--- config.mk ---
export PLATFORM = sky130hd
export DESIGN_NAME = round_robin_slice_scheduler
export DESIGN_NICKNAME = d
export VERILOG_FILES = /design/src/rtl/rrss_pkg.sv /design/src/rtl/rrss_ram.sv /design/src/rtl/round_robin_slice_scheduler.sv
export SDC_FILE = /design/constraint.sdc
export NUM_CORES = 1
export LEC_CHECK = 0
export BUFFER_PORTS_ARGS = -buffer_cell sky130_fd_sc_hd__buf_2
export CAP_MARGIN = 10
export CORE_MARGIN = 2
export CORE_UTILIZATION = 52
export DETAILED_ROUTE_END_ITERATION = 12
export PLACE_DENSITY = 0.71
export SLEW_MARGIN = 20
export SYNTH_ARGS = -nofsm -noshare
export SYNTH_HDL_FRONTEND = slang
export SYNTH_HIERARCHICAL = 1
export SYNTH_SLANG_ARGS = --single-unit
--- constraint.sdc ---
create_clock -name clk -period 8.6 [get_ports clk]
set_input_delay 1.29 -clock clk [delete_from_list [all_inputs] [get_ports clk]]
set_output_delay 1.29 -clock clk [all_outputs]
set_load 0.01 [all_outputs]
--- src/rtl/rrss_pkg.sv ---
package rrss_pkg;

  localparam int MAX_TASKS = 16;
  localparam int IDX_W     = (MAX_TASKS > 1) ? $clog2(MAX_TASKS) : 1;
  localparam int CNT_W     = $clog2(MAX_TASKS + 1);

  localparam int ID_W    = 8;
  localparam int TIME_W  = 16;
  localparam int CLK_W   = 32;
  localparam int SIGN_W  = 33;
  localparam int ST_W    = 3;
  localparam int MODE_W  = 2;

  localparam logic [MODE_W-1:0] MODE_LOAD  = 2'd0;
  localparam logic [MODE_W-1:0] MODE_STEP  = 2'd1;
  localparam logic [MODE_W-1:0] MODE_CLEAR = 2'd2;

  localparam logic [ST_W-1:0] ST_LOADED   = 3'd0;
  localparam logic [ST_W-1:0] ST_FULL     = 3'd1;
  localparam logic [ST_W-1:0] ST_SLICE    = 3'd2;
  localparam logic [ST_W-1:0] ST_FINISHED = 3'd3;
  localparam logic [ST_W-1:0] ST_ALL_DONE = 3'd4;
  localparam logic [ST_W-1:0] ST_CLEARED  = 3'd5;

  localparam logic [TIME_W-1:0] QUANTUM_RST = 16'd4;

  typedef struct packed {
    logic [ID_W-1:0]   id;
    logic [TIME_W-1:0] arrival;
    logic [TIME_W-1:0] burst;
    logic [TIME_W-1:0] remaining;
  } entry_t;

  localparam int ENTRY_W = $bits(entry_t);

endpackage

--- src/rtl/rrss_ram.sv ---
module rrss_ram #(
  parameter int WIDTH = 8,
  parameter int DEPTH = 16
) (
  input  logic                     clk,
  input  logic                     we,
  input  logic [$clog2(DEPTH)-1:0] waddr,
  input  logic [WIDTH-1:0]         wdata,
  input  logic [$clog2(DEPTH)-1:0] raddr,
  output logic [WIDTH-1:0]         rdata
);

  logic [WIDTH-1:0] mem [DEPTH];

  always_ff @(posedge clk) begin
    if (we) begin
      mem[waddr] <= wdata;
    end
    rdata <= mem[raddr];
  end

endmodule

--- src/rtl/round_robin_slice_scheduler.sv ---
// round-robin time-slice scheduler
// input channel (in_valid / in_stall): one beat is a command, in_mode selects
//   load a task, run one scheduling step, or clear the table and clock.
// result channel (out_valid / out_stall): one beat per load, step or clear
//   command; mode 3 is taken and gives no beat.
// configuration: APB-style port, register 0 at address 0 holds the quantum.
// timing: a load or clear beat shows on the output the cycle after it is
//   taken. a step scans the task table one entry per cycle through the
//   single read port of the table RAM, starting after the task last
//   served; a step on an empty table answers like a load.
// one command is worked on at a time; in_stall stays high while a step
//   scans or its result waits for the output register.
// when out_stall is high the result holds in the output register and no new
//   command is taken until it leaves.
// reset clears the task count, scan pointer and clock and sets the quantum
//   to 4; the table RAM itself is not cleared, only entries below the count
//   are ever read.
module round_robin_slice_scheduler
  import rrss_pkg::*;
(
  input  logic                     clk,
  input  logic                     rst_n,

  input  logic                     in_valid,
  output logic                     in_stall,
  input  logic [MODE_W-1:0]        in_mode,
  input  logic [ID_W-1:0]          in_task_id,
  input  logic [TIME_W-1:0]        in_arrival_time,
  input  logic [TIME_W-1:0]        in_burst_time,

  output logic                     out_valid,
  input  logic                     out_stall,
  output logic [ST_W-1:0]          out_status,
  output logic [ID_W-1:0]          out_served_id,
  output logic [CLK_W-1:0]         out_end_time,
  output logic signed [SIGN_W-1:0] out_wait_time,
  output logic signed [SIGN_W-1:0] out_turnaround,

  input  logic                     psel,
  input  logic                     penable,
  input  logic                     pwrite,
  input  logic [2:0]               paddr,
  input  logic [31:0]              pwdata,
  output logic [31:0]              prdata,
  output logic                     pready
);

  localparam logic [1:0] S_IDLE = 2'd0;
  localparam logic [1:0] S_SCAN = 2'd1;
  localparam logic [1:0] S_DONE = 2'd2;

  logic [1:0]        state_r, state_nxt;
  logic [CNT_W-1:0]  count_r, count_nxt;
  logic [IDX_W-1:0]  ptr_r, ptr_nxt;
  logic [CLK_W-1:0]  clock_r, clock_nxt;
  logic [TIME_W-1:0] quantum_r;

  logic [IDX_W-1:0]  rd_idx_r, rd_idx_nxt;
  logic [CNT_W-1:0]  issued_r, issued_nxt;
  logic              chk_valid_r, chk_valid_nxt;
  logic              chk_last_r, chk_last_nxt;
  logic [IDX_W-1:0]  chk_idx_r, chk_idx_nxt;

  logic [ST_W-1:0]   res_status_r, res_status_nxt;
  logic [ID_W-1:0]   res_id_r, res_id_nxt;
  logic [TIME_W-1:0] sav_arr_r, sav_arr_nxt;
  logic [TIME_W-1:0] sav_burst_r, sav_burst_nxt;

  logic              out_valid_r;
  logic [ST_W-1:0]   out_status_r;
  logic [ID_W-1:0]   out_id_r;
  logic [CLK_W-1:0]  out_end_r;
  logic [SIGN_W-1:0] out_wait_r;
  logic [SIGN_W-1:0] out_tat_r;

  logic              ram_we;
  logic [IDX_W-1:0]  ram_waddr;
  entry_t            ram_wentry;
  entry_t            ram_rentry;
  logic [ENTRY_W-1:0] ram_rdata;

  logic              in_acc;
  logic              out_free;
  logic              cfg_wr;
  logic              out_load;
  logic [ST_W-1:0]   ld_status;
  logic [ID_W-1:0]   ld_id;
  logic [CLK_W-1:0]  ld_end;
  logic [SIGN_W-1:0] ld_wait;
  logic [SIGN_W-1:0] ld_tat;

  logic [TIME_W-1:0] quantum;
  logic [TIME_W-1:0] slice;
  logic [CNT_W-1:0]  rd_idx_inc;
  logic [CNT_W-1:0]  chk_idx_inc;
  logic [CNT_W-1:0]  issued_inc;
  logic [SIGN_W-1:0] fin_wait;
  logic [SIGN_W-1:0] fin_tat;

  assign pready   = 1'b1;
  assign cfg_wr   = psel && penable && pwrite && (paddr[2] == 1'b0);
  assign prdata   = (paddr[2] == 1'b0) ? {16'd0, quantum_r} : 32'd0;

  assign out_free = !out_valid_r || !out_stall;
  assign in_stall = (state_r != S_IDLE) || (out_valid_r && out_stall);
  assign in_acc   = in_valid && !in_stall;

  assign quantum     = (quantum_r == '0) ? TIME_W'(1) : quantum_r;
  assign ram_rentry  = entry_t'(ram_rdata);
  assign slice       = (ram_rentry.remaining > quantum) ? quantum : ram_rentry.remaining;
  assign rd_idx_inc  = CNT_W'(rd_idx_r) + CNT_W'(1);
  assign chk_idx_inc = CNT_W'(chk_idx_r) + CNT_W'(1);
  assign issued_inc  = issued_r + CNT_W'(1);

  // finish figures from the already advanced clock
  assign fin_wait = {1'b0, clock_r} - SIGN_W'(sav_arr_r) - SIGN_W'(sav_burst_r);
  assign fin_tat  = {1'b0, clock_r} - SIGN_W'(sav_arr_r);

  rrss_ram #(
    .WIDTH (ENTRY_W),
    .DEPTH (MAX_TASKS)
  ) u_table (
    .clk   (clk),
    .we    (ram_we),
    .waddr (ram_waddr),
    .wdata (ram_wentry),
    .raddr (rd_idx_r),
    .rdata (ram_rdata)
  );

  always_comb begin
    state_nxt      = state_r;
    count_nxt      = count_r;
    ptr_nxt        = ptr_r;
    clock_nxt      = clock_r;
    rd_idx_nxt     = rd_idx_r;
    issued_nxt     = issued_r;
    chk_valid_nxt  = 1'b0;
    chk_last_nxt   = chk_last_r;
    chk_idx_nxt    = chk_idx_r;
    res_status_nxt = res_status_r;
    res_id_nxt     = res_id_r;
    sav_arr_nxt    = sav_arr_r;
    sav_burst_nxt  = sav_burst_r;
    ram_we         = 1'b0;
    ram_waddr      = count_r[IDX_W-1:0];
    ram_wentry     = '{id: in_task_id, arrival: in_arrival_time,
                       burst: in_burst_time, remaining: in_burst_time};
    out_load       = 1'b0;
    ld_status      = ST_LOADED;
    ld_id          = '0;
    ld_end         = '0;
    ld_wait        = '0;
    ld_tat         = '0;

    case (state_r)
      S_IDLE: begin
        if (in_acc) begin
          case (in_mode)
            MODE_LOAD: begin
              out_load = 1'b1;
              if (count_r < CNT_W'(MAX_TASKS)) begin
                ram_we    = 1'b1;
                count_nxt = count_r + CNT_W'(1);
                ld_status = ST_LOADED;
              end else begin
                ld_status = ST_FULL;
              end
            end
            MODE_CLEAR: begin
              out_load  = 1'b1;
              ld_status = ST_CLEARED;
              count_nxt = '0;
              ptr_nxt   = '0;
              clock_nxt = '0;
            end
            MODE_STEP: begin
              if (count_r == '0) begin
                out_load  = 1'b1;
                ld_status = ST_ALL_DONE;
                ld_end    = clock_r;
              end else begin
                state_nxt  = S_SCAN;
                rd_idx_nxt = (CNT_W'(ptr_r) < count_r) ? ptr_r : '0;
                issued_nxt = '0;
              end
            end
            default: begin
            end
          endcase
        end
      end

      S_SCAN: begin
        // one table read issued per cycle, checked when its registered read data returns
        if (issued_r < count_r) begin
          chk_valid_nxt = 1'b1;
          chk_idx_nxt   = rd_idx_r;
          chk_last_nxt  = (issued_inc == count_r);
          issued_nxt    = issued_inc;
          rd_idx_nxt    = (rd_idx_inc == count_r) ? '0 : rd_idx_inc[IDX_W-1:0];
        end
        if (chk_valid_r) begin
          if (ram_rentry.remaining != '0) begin
            chk_valid_nxt = 1'b0;
            state_nxt     = S_DONE;
            ram_we        = 1'b1;
            ram_waddr     = chk_idx_r;
            ram_wentry    = ram_rentry;
            ram_wentry.remaining = ram_rentry.remaining - slice;
            clock_nxt     = clock_r + CLK_W'(slice);
            ptr_nxt       = (chk_idx_inc == count_r) ? '0 : chk_idx_inc[IDX_W-1:0];
            res_id_nxt    = ram_rentry.id;
            sav_arr_nxt   = ram_rentry.arrival;
            sav_burst_nxt = ram_rentry.burst;
            res_status_nxt = (ram_rentry.remaining > quantum) ? ST_SLICE : ST_FINISHED;
          end else if (chk_last_r) begin
            chk_valid_nxt  = 1'b0;
            state_nxt      = S_DONE;
            res_status_nxt = ST_ALL_DONE;
            res_id_nxt     = '0;
          end
        end
      end

      S_DONE: begin
        if (out_free) begin
          out_load  = 1'b1;
          state_nxt = S_IDLE;
          ld_status = res_status_r;
          ld_id     = res_id_r;
          ld_end    = clock_r;
          if (res_status_r == ST_FINISHED) begin
            ld_wait = fin_wait;
            ld_tat  = fin_tat;
          end
        end
      end

      default: begin
        state_nxt = S_IDLE;
      end
    endcase
  end

  always_ff @(posedge clk) begin
    if (!rst_n) begin
      state_r     <= S_IDLE;
      count_r     <= '0;
      ptr_r       <= '0;
      clock_r     <= '0;
      quantum_r   <= QUANTUM_RST;
      chk_valid_r <= 1'b0;
      out_valid_r <= 1'b0;
    end else begin
      state_r     <= state_nxt;
      count_r     <= count_nxt;
      ptr_r       <= ptr_nxt;
      clock_r     <= clock_nxt;
      chk_valid_r <= chk_valid_nxt;
      if (cfg_wr) begin
        quantum_r <= pwdata[TIME_W-1:0];
      end
      if (out_load) begin
        out_valid_r <= 1'b1;
      end else if (!out_stall) begin
        out_valid_r <= 1'b0;
      end
    end
  end

  always_ff @(posedge clk) begin
    rd_idx_r     <= rd_idx_nxt;
    issued_r     <= issued_nxt;
    chk_last_r   <= chk_last_nxt;
    chk_idx_r    <= chk_idx_nxt;
    res_status_r <= res_status_nxt;
    res_id_r     <= res_id_nxt;
    sav_arr_r    <= sav_arr_nxt;
    sav_burst_r  <= sav_burst_nxt;
    if (out_load) begin
      out_status_r <= ld_status;
      out_id_r     <= ld_id;
      out_end_r    <= ld_end;
      out_wait_r   <= ld_wait;
      out_tat_r    <= ld_tat;
    end
  end

  assign out_valid      = out_valid_r;
  assign out_status     = out_status_r;
  assign out_served_id  = out_id_r;
  assign out_end_time   = out_end_r;
  assign out_wait_time  = out_wait_r;
  assign out_turnaround = out_tat_r;

  a_count_bound: assert property (@(posedge clk) disable iff (!rst_n)
    count_r <= CNT_W'(MAX_TASKS))
    else $error("task count beyond table depth");

  a_step_scans: assert property (@(posedge clk) disable iff (!rst_n)
    (in_acc && in_mode == MODE_STEP && count_r != '0) |=> state_r == S_SCAN)
    else $error("step on a non-empty table did not start a scan");

  a_scan_write: assert property (@(posedge clk) disable iff (!rst_n)
    (ram_we && state_r == S_SCAN) |-> (chk_valid_r && CNT_W'(chk_idx_r) < count_r))
    else $error("table write-back without a checked entry");

  a_done_out: assert property (@(posedge clk) disable iff (!rst_n)
    (state_r == S_DONE && out_free) |=> (state_r == S_IDLE && out_valid_r))
    else $error("step result not delivered to output register");

  a_no_load_busy: assert property (@(posedge clk) disable iff (!rst_n)
    (out_valid_r && out_stall) |=> $stable(out_status_r))
    else $error("stalled result overwritten");

endmodule
* After elaboration in Yosys (flattened, before gate mapping)
Memories as Yosys holds them, arrays and structs flattened. A register that Yosys moved wholly into a read port is not among the register bits.
Cells that the tools add are included.
** Storage, ports and cells
- Logic and storage cells :: 160
- Memories :: 1
- ROM bits :: 0
- Register bits :: 227
- Bits in latches :: 0
- RAM bits :: 896
** Memories
- u_table.mem :: words 16, bits a word 56, read ports 1, clocked after Yosys merged registers in 1, write ports 1, line rrss_ram.sv:13 : logic [WIDTH-1:0] mem [DEPTH];
** Cells by class
- Shifts and indexed selects :: 0
- Divide/modulo/power cells :: 0
- Bitwise logic cells :: 1
- Magnitude comparators :: 4
- Equality and inequality tests :: 19
- Reductions and logical operators :: 30
- Mux-type cells :: 77
- Add/subtract/negate cells :: 8
- Multiply operators :: 0
** Operator list (number)
- 32-bit two-way mux :: 8
- 56-bit two-way mux :: 3
- 32-bit one-hot mux with 2 select lines :: 2
- 4-bit two-way mux :: 14
- 16-bit two-way mux :: 3
- 32-bit by 16-bit subtractor with 33-bit output :: 1
- 33-bit by 16-bit subtractor with 33-bit output :: 1
- 32-bit by 16-bit adder with 32-bit output :: 1
- 5-bit two-way mux :: 5
- 5-bit one-hot mux with 2 select lines :: 2
- 1-bit two-way mux :: 18
- 16-bit greater-than comparator :: 1
- 16-bit logical NOT :: 1
- 8-bit two-way mux :: 2
- 4-bit one-hot mux with 2 select lines :: 2
- 16-bit nonzero test :: 1
- 16-bit subtractor :: 1
- 5-bit == test :: 3
- 3-bit two-way mux :: 5
- 2-bit two-way mux :: 7
- 2-bit inequality test (second input constant) :: 7
- 4-bit by 1-bit adder with 5-bit output (second input constant) :: 2
- 5-bit by 1-bit adder with 5-bit output (second input constant) :: 2
- 5-bit AND reduction :: 2
- 24 further kinds :: 45

* Depth between registers and ports, before layout
- Depth in word-level cells :: 8
- Gate-level depth with buffers :: 24
- Mapped depth without buffers :: 23

* Hierarchy
Netlist, hierarchy kept.
** By module, submodules not included
- rrss_ram :: seq. area each 28026.9 µm², times used 1, cells an instance 1445, area an instance 34678.3 µm²
- round_robin_slice_scheduler :: seq. area each 6206.0 µm², times used 1, cells an instance 1526, area an instance 14132.3 µm²

* Least setup slack after synthesis
No wires, ideal clock.
- Path kind :: input port to flip-flop
- Start :: input out_stall
- End :: memory u_table/mem[0][0] in the netlist's numbering (enable)
- Data arrival time :: 6.812 ns
- Setup slack :: 1.249 ns
- Cell stages on the path :: 7
- Data required time :: 8.061 ns
- Cells stage by stage :: a211oi_1 -> nand2_1 -> nor2_1 -> o21ai_0 -> o21ai_0 -> or3b_2 -> nor3_1
** On the way
- Cells in the longest elaborated chain, start to end :: 8
** Ends and longest elaborated chain
- start: declaration :: line round_robin_slice_scheduler.sv:32 : input logic out_stall,
- 1-bit logical AND :: line round_robin_slice_scheduler.sv:105 : assign in_stall = (state_r != S_IDLE) || (out_valid_r && out_stall);
- 1-bit logical OR :: line round_robin_slice_scheduler.sv:105
- 1-bit logical NOT :: line round_robin_slice_scheduler.sv:106 : assign in_acc = in_valid && !in_stall;
- 1-bit logical AND :: line round_robin_slice_scheduler.sv:106
- 1-bit two-way mux :: line round_robin_slice_scheduler.sv:158 : if (in_acc) begin
- 1-bit one-hot mux with 2 select lines :: line round_robin_slice_scheduler.sv:156 : case (state_r)
- named net ram_we :: line round_robin_slice_scheduler.sv:76 : logic ram_we;
- 1-bit two-way mux :: line rrss_ram.sv:16 : if (we) begin
- 1-bit two-way mux (not written as such) :: line rrss_ram.sv:17 : mem[waddr] <= wdata;
- end: declaration :: line rrss_ram.sv:13
The timed path passes the listed nets, and every way through them passes these cells.

==> impl_metrics.py <==
metrics = {
    "clock_network": {
        "cts_root_buffer_type": "sky130_fd_sc_hd__clkbuf_16",
        "cts_setup_buffers": 0,
        "cts_resized": 0,
        "clock_path_buffers": 3,
        "cts_max_level": 3,
        "cts_sinks": 1179,
        "clk_pin_slew_ns": 0.06,
        "cts_hold_repair.buffers": 0,
        "clock_tree_from_tritoncts": "yes",
        "worst_skew_pair.late_latency_ns": 0.71,
        "cts_inserted_buffers": 111,
    },
    "worst_setup_path": {
        "required_ns": 8.94,
        "worst_setup_path_end_kind": "flip-flop",
        "worstReg2RegStart": "quantum_r[9]$_SDFFE_PN0P_",
        "timing.setup.critical_path_class": "reg -> reg",
        "regToRegSetupSlack_ns": 2.13,
        "rr_endpoint": "u_table/mem[2][12]$_DFFE_PP_",
        "worstSetupStartpointType": "flip-flop",
        "critPathMaxFanout": 16,
        "worstPathArrival_ns": 6.81,
        "cells_on_worst_reg2reg_path": 22,
    },
    "logic_synthesis": {
        "yosys_warnings": 6,
        "ys.flop_type": "sky130_fd_sc_hd__edfxtp_1",
        "syn_inst": 2971,
        "number_of_library_cell_types_mapped_by_synthesis": 77,
        "synth.top_cells.by_area": "sky130_fd_sc_hd__edfxtp_1 65%, sky130_fd_sc_hd__mux4_2 10%, sky130_fd_sc_hd__dfxtp_1 4.8%",
        "mappedNetlistArea_mm2": 0.0488,
        "synth_async_sr_flop_share_pct": 0,
        "synth-edff-count": 1062,
        "flop_and_latch_count_out_of_synthesis": 1179,
        "synth-seq-area-share_pct": 70.1,
        "synth_area_per_inst_um2": 16.4,
        "netlist.top_cell.by_area": "sky130_fd_sc_hd__edfxtp_1",
        "yosys.area.top_type_share_pct": 65.3,
    },
    "final_layout": {
        "finalNetCount": 3384,
        "ff_latch_area_mm2": 0.0342,
        "drive_above_1_share_pct": 21.1,
        "nFillCells": 6750,
        "syn_to_final_growth_pct": 12.8,
        "area_taken_by_multi_input_logic_gates_mm2": 0.0137,
    },
    "sta": {
        "timing.slew.headroom_pct": 29.4,
        "rsz0062_at_grt": "no",
        "timing.final.max_slew_violations": 0,
        "finalSetupViolCount": 0,
        "setup_total_negative_slack_ns": 0,
        "timing.final.ws_setup_ns": 2.13,
        "top_achievable_clock_speed_mhz": 154,
        "final.setup_skew_ns": 0.0307,
        "ratio_of_final_minimum_period_to_clock_period_pct": 75.3,
        "tightest_slew_ns": 1.06,
        "hold_ws_ns": 0.429,
        "hold_violation_count_in_the_final_report": 0,
        "fin_crit_ns": 6.47,
    },
    "pwr": {
        "power.ir.vdd_worst_uv": 162,
        "power.static_leakage_nw": 19.2,
        "pwr_dens_mw_per_mm2": 211,
    },
    "detailed_routing": {
        "first_pass_iters": 6,
        "dr.first_iter.drc_count": 3011,
        "total_via_count_in_the_routed_design": 27400,
        "drt.antenna.violating_nets": 0,
        "drt_wl_total_um": 118000,
        "drc": 0,
        "drt-wirelength-per-cell_um": 25.9,
        "vias_per_cell": 6.03,
    },
    "placement": {
        "place_congestion": 0.898,
        "io_buffer_count": 192,
        "preCtsSetupSlack_ns": 1.43,
        "dp_hpwl_um": 71600,
    },
    "die": {
        "floorplan.initialDensity_pct": 52.4,
        "chipHeight_um": 310,
        "fp.coreArea_mm2": 0.0932,
        "die_w_um": 310,
        "placement_rows": 112,
        "top_level_ports": 228,
        "die_area_mm2": 0.0963,
    },
    "hold_path": {
        "min_delay_worst_endpoint": "sav_burst_r[3]$_DFFE_PP_",
        "min_from": "u_table/rdata[19]$_DFF_P_",
        "hp-class": "reg -> reg",
        "hold_path_depth": 0,
    },
    "grt": {
        "antenna_violations_before_repair": 1,
        "grt_pass1_wl_um": 173000,
        "globalRoute.totalOverflow": 0,
        "groute.usage.overall_pct": 24.5,
        "first_global_vias": 27100,
        "largest_net_degree_at_the_start_of_global_routing": 126,
    },
    "status": {
        "outcome": "complete, no violations",
    },
    "run": {
        "cap_violations": 0,
    },
}
[kinds of logic (layout without fill, tap and decap cells)]
group	count (synthesis)	in the layout	synth area share, %
AO/OA/AOI/OAI	409	409	5.75
AND/OR/NAND/NOR	718	718	7.06
buffers and inverters	245	553	2.34
flip-flops	1179	1179	70.1
adder cells (fa/ha/maj)	100	100	2.62
multiplexers	229	229	10.4
XOR/XNOR	89	89	1.63
other	2	18	0.0154
[state kept, by name (all words and copies together), names as in the netlist, 2 cells and up]
signal,cells
state_r,2
out_end_time,32
res_id_r,8
chk_idx_r,4
sav_arr_r,16
u_table/mem,896
clock_r,32
out_turnaround,33
count_r,5
out_status,3
quantum_r,16
out_served_id,8
u_table/rdata,56
out_wait_time,33
sav_burst_r,16
rd_idx_r,4
res_status_r,3
issued_r,5
ptr_r,4
[worst max path at each step]
stage,from,endpoint,slack [ns]
floorplan,out_stall,u_table/mem[0][0]$_DFFE_PP_,1.25
global placement,quantum_r[7]$_SDFFE_PN0P_,u_table/mem[6][14]$_DFFE_PP_,1.72
detailed placement,quantum_r[9]$_SDFFE_PN0P_,u_table/mem[4][14]$_DFFE_PP_,1.43
CTS,quantum_r[9]$_SDFFE_PN0P_,u_table/mem[14][14]$_DFFE_PP_,1.50
global route,quantum_r[9]$_SDFFE_PN0P_,u_table/mem[2][12]$_DFFE_PP_,1.63
finish,quantum_r[9]$_SDFFE_PN0P_,u_table/mem[2][12]$_DFFE_PP_,2.13
[per-layer routing]
layer / GRT usage, % / share of wire (%) / vias to the layer above
met4: 9.01 / 3.2 / 2
li1: - / - / 12000
met5: 0 / 0.011 / -
met3: 3.02 / 7.1 / 195
met2: 41.1 / 50 / 1262
met1: 33.2 / 40 / 14000
[worst max-delay path, cell delays in order, from the launching register on]
cell	delay (ns)
sky130_fd_sc_hd__dfxtp_1	0.36
sky130_fd_sc_hd__inv_1	0.11
sky130_fd_sc_hd__ha_1	0.30
sky130_fd_sc_hd__a21o_1	0.19
sky130_fd_sc_hd__a21o_1	0.17
sky130_fd_sc_hd__a21o_1	0.18
sky130_fd_sc_hd__a21oi_1	0.25
sky130_fd_sc_hd__nor2_1	0.09
sky130_fd_sc_hd__o41ai_2	0.76
sky130_fd_sc_hd__nor2_1	0.11
sky130_fd_sc_hd__a21oi_1	0.23
sky130_fd_sc_hd__ha_1	0.21
sky130_fd_sc_hd__inv_1	0.06
sky130_fd_sc_hd__fa_1	0.39
sky130_fd_sc_hd__a21o_1	0.20
sky130_fd_sc_hd__a21oi_1	0.23
sky130_fd_sc_hd__o21bai_1	0.12
sky130_fd_sc_hd__a2111oi_0	0.72
sky130_fd_sc_hd__o31ai_1	0.24
sky130_fd_sc_hd__o21ai_0	0.20
sky130_fd_sc_hd__nand2b_1	0.09
sky130_fd_sc_hd__xnor2_1	0.15
sky130_fd_sc_hd__o21ai_1	0.77
[cells in the final DEF, fill, tap and decap left out, drive strengths merged, types with 22 or more instances in the layout]
master / count
nor2b: 33
a21oi: 55
xor2: 35
clkbuf: 143
clkinv: 45
dfxtp: 117
buf: 249
xnor2: 54
ha: 96
nand3: 28
a21o: 34
and2: 81
nand2: 288
mux4: 224
a21boi: 22
o21ai: 76
nor2: 134
a22oi: 126
nor3: 42
inv: 99
edfxtp: 1062
[synthesized netlist by cell type (6+ instances only)]
| master | instances |
|---|---|
| sky130_fd_sc_hd__xor2_1 | 35 |
| sky130_fd_sc_hd__o21a_1 | 14 |
| sky130_fd_sc_hd__nor2_1 | 134 |
| sky130_fd_sc_hd__and2_1 | 81 |
| sky130_fd_sc_hd__a21boi_0 | 22 |
| sky130_fd_sc_hd__o31ai_1 | 6 |
| sky130_fd_sc_hd__a22oi_1 | 126 |
| sky130_fd_sc_hd__a21oi_1 | 54 |
| sky130_fd_sc_hd__inv_1 | 94 |
| sky130_fd_sc_hd__or3_1 | 12 |
| sky130_fd_sc_hd__nand3_1 | 28 |
| sky130_fd_sc_hd__clkbuf_1 | 94 |
| sky130_fd_sc_hd__xnor2_1 | 52 |
| sky130_fd_sc_hd__o21ai_0 | 74 |
| sky130_fd_sc_hd__o21bai_1 | 10 |
| sky130_fd_sc_hd__dfxtp_1 | 117 |
| sky130_fd_sc_hd__buf_4 | 23 |
| sky130_fd_sc_hd__ha_1 | 96 |
| sky130_fd_sc_hd__buf_6 | 16 |
| sky130_fd_sc_hd__and3_1 | 10 |
| sky130_fd_sc_hd__nand2b_1 | 16 |
| sky130_fd_sc_hd__nand2_1 | 287 |
| sky130_fd_sc_hd__a211oi_1 | 10 |
| sky130_fd_sc_hd__a21o_1 | 34 |
| sky130_fd_sc_hd__nor3_1 | 41 |
| sky130_fd_sc_hd__buf_2 | 14 |
| sky130_fd_sc_hd__a31oi_1 | 10 |
| sky130_fd_sc_hd__nand4_1 | 16 |
| sky130_fd_sc_hd__mux4_2 | 224 |
| sky130_fd_sc_hd__edfxtp_1 | 1062 |
| sky130_fd_sc_hd__nor4_1 | 18 |
| sky130_fd_sc_hd__nor2b_1 | 33 |
[where the power goes]
group,switching (W),internal (W)
combinational,0.000236,0.000107
clock,0.00211,0.00285
sequential,0.0000240,0.00629
total,0.00238,0.00925
[metrics by stage]
| stage | total power (W) | util, % | instances | area, µm² |
|---|---|---|---|---|
| 5_1_grt | 0.0119 | 59.1 | 4548 | 55100 |
| 3_5_place_dp | 0.00678 | 55.0 | 4338 | 51300 |
| 3_3_place_gp | 0.00677 | 55.0 | 4338 | 51300 |
| 2_1_floorplan | 0.00664 | - | 2986 | 48900 |
| 6_report | 0.0116 | 59.1 | 4549 | 55100 |
| 4_1_cts | 0.0117 | 59.0 | 4545 | 55000 |
[area by class of cell]
type	count	share of cell area [%]
Inverter	94	0.650
Multi-Input combinational cell	1562	24.8
Clock inverter	67	1.29
Antenna cell	1	0.00455
Timing Repair Buffer	252	2.75
Tap cell	1254	2.85
Clock buffer	140	5.48
Sequential cell	1179	62.2
Note: power is estimated with default switching activity, not from simulation.
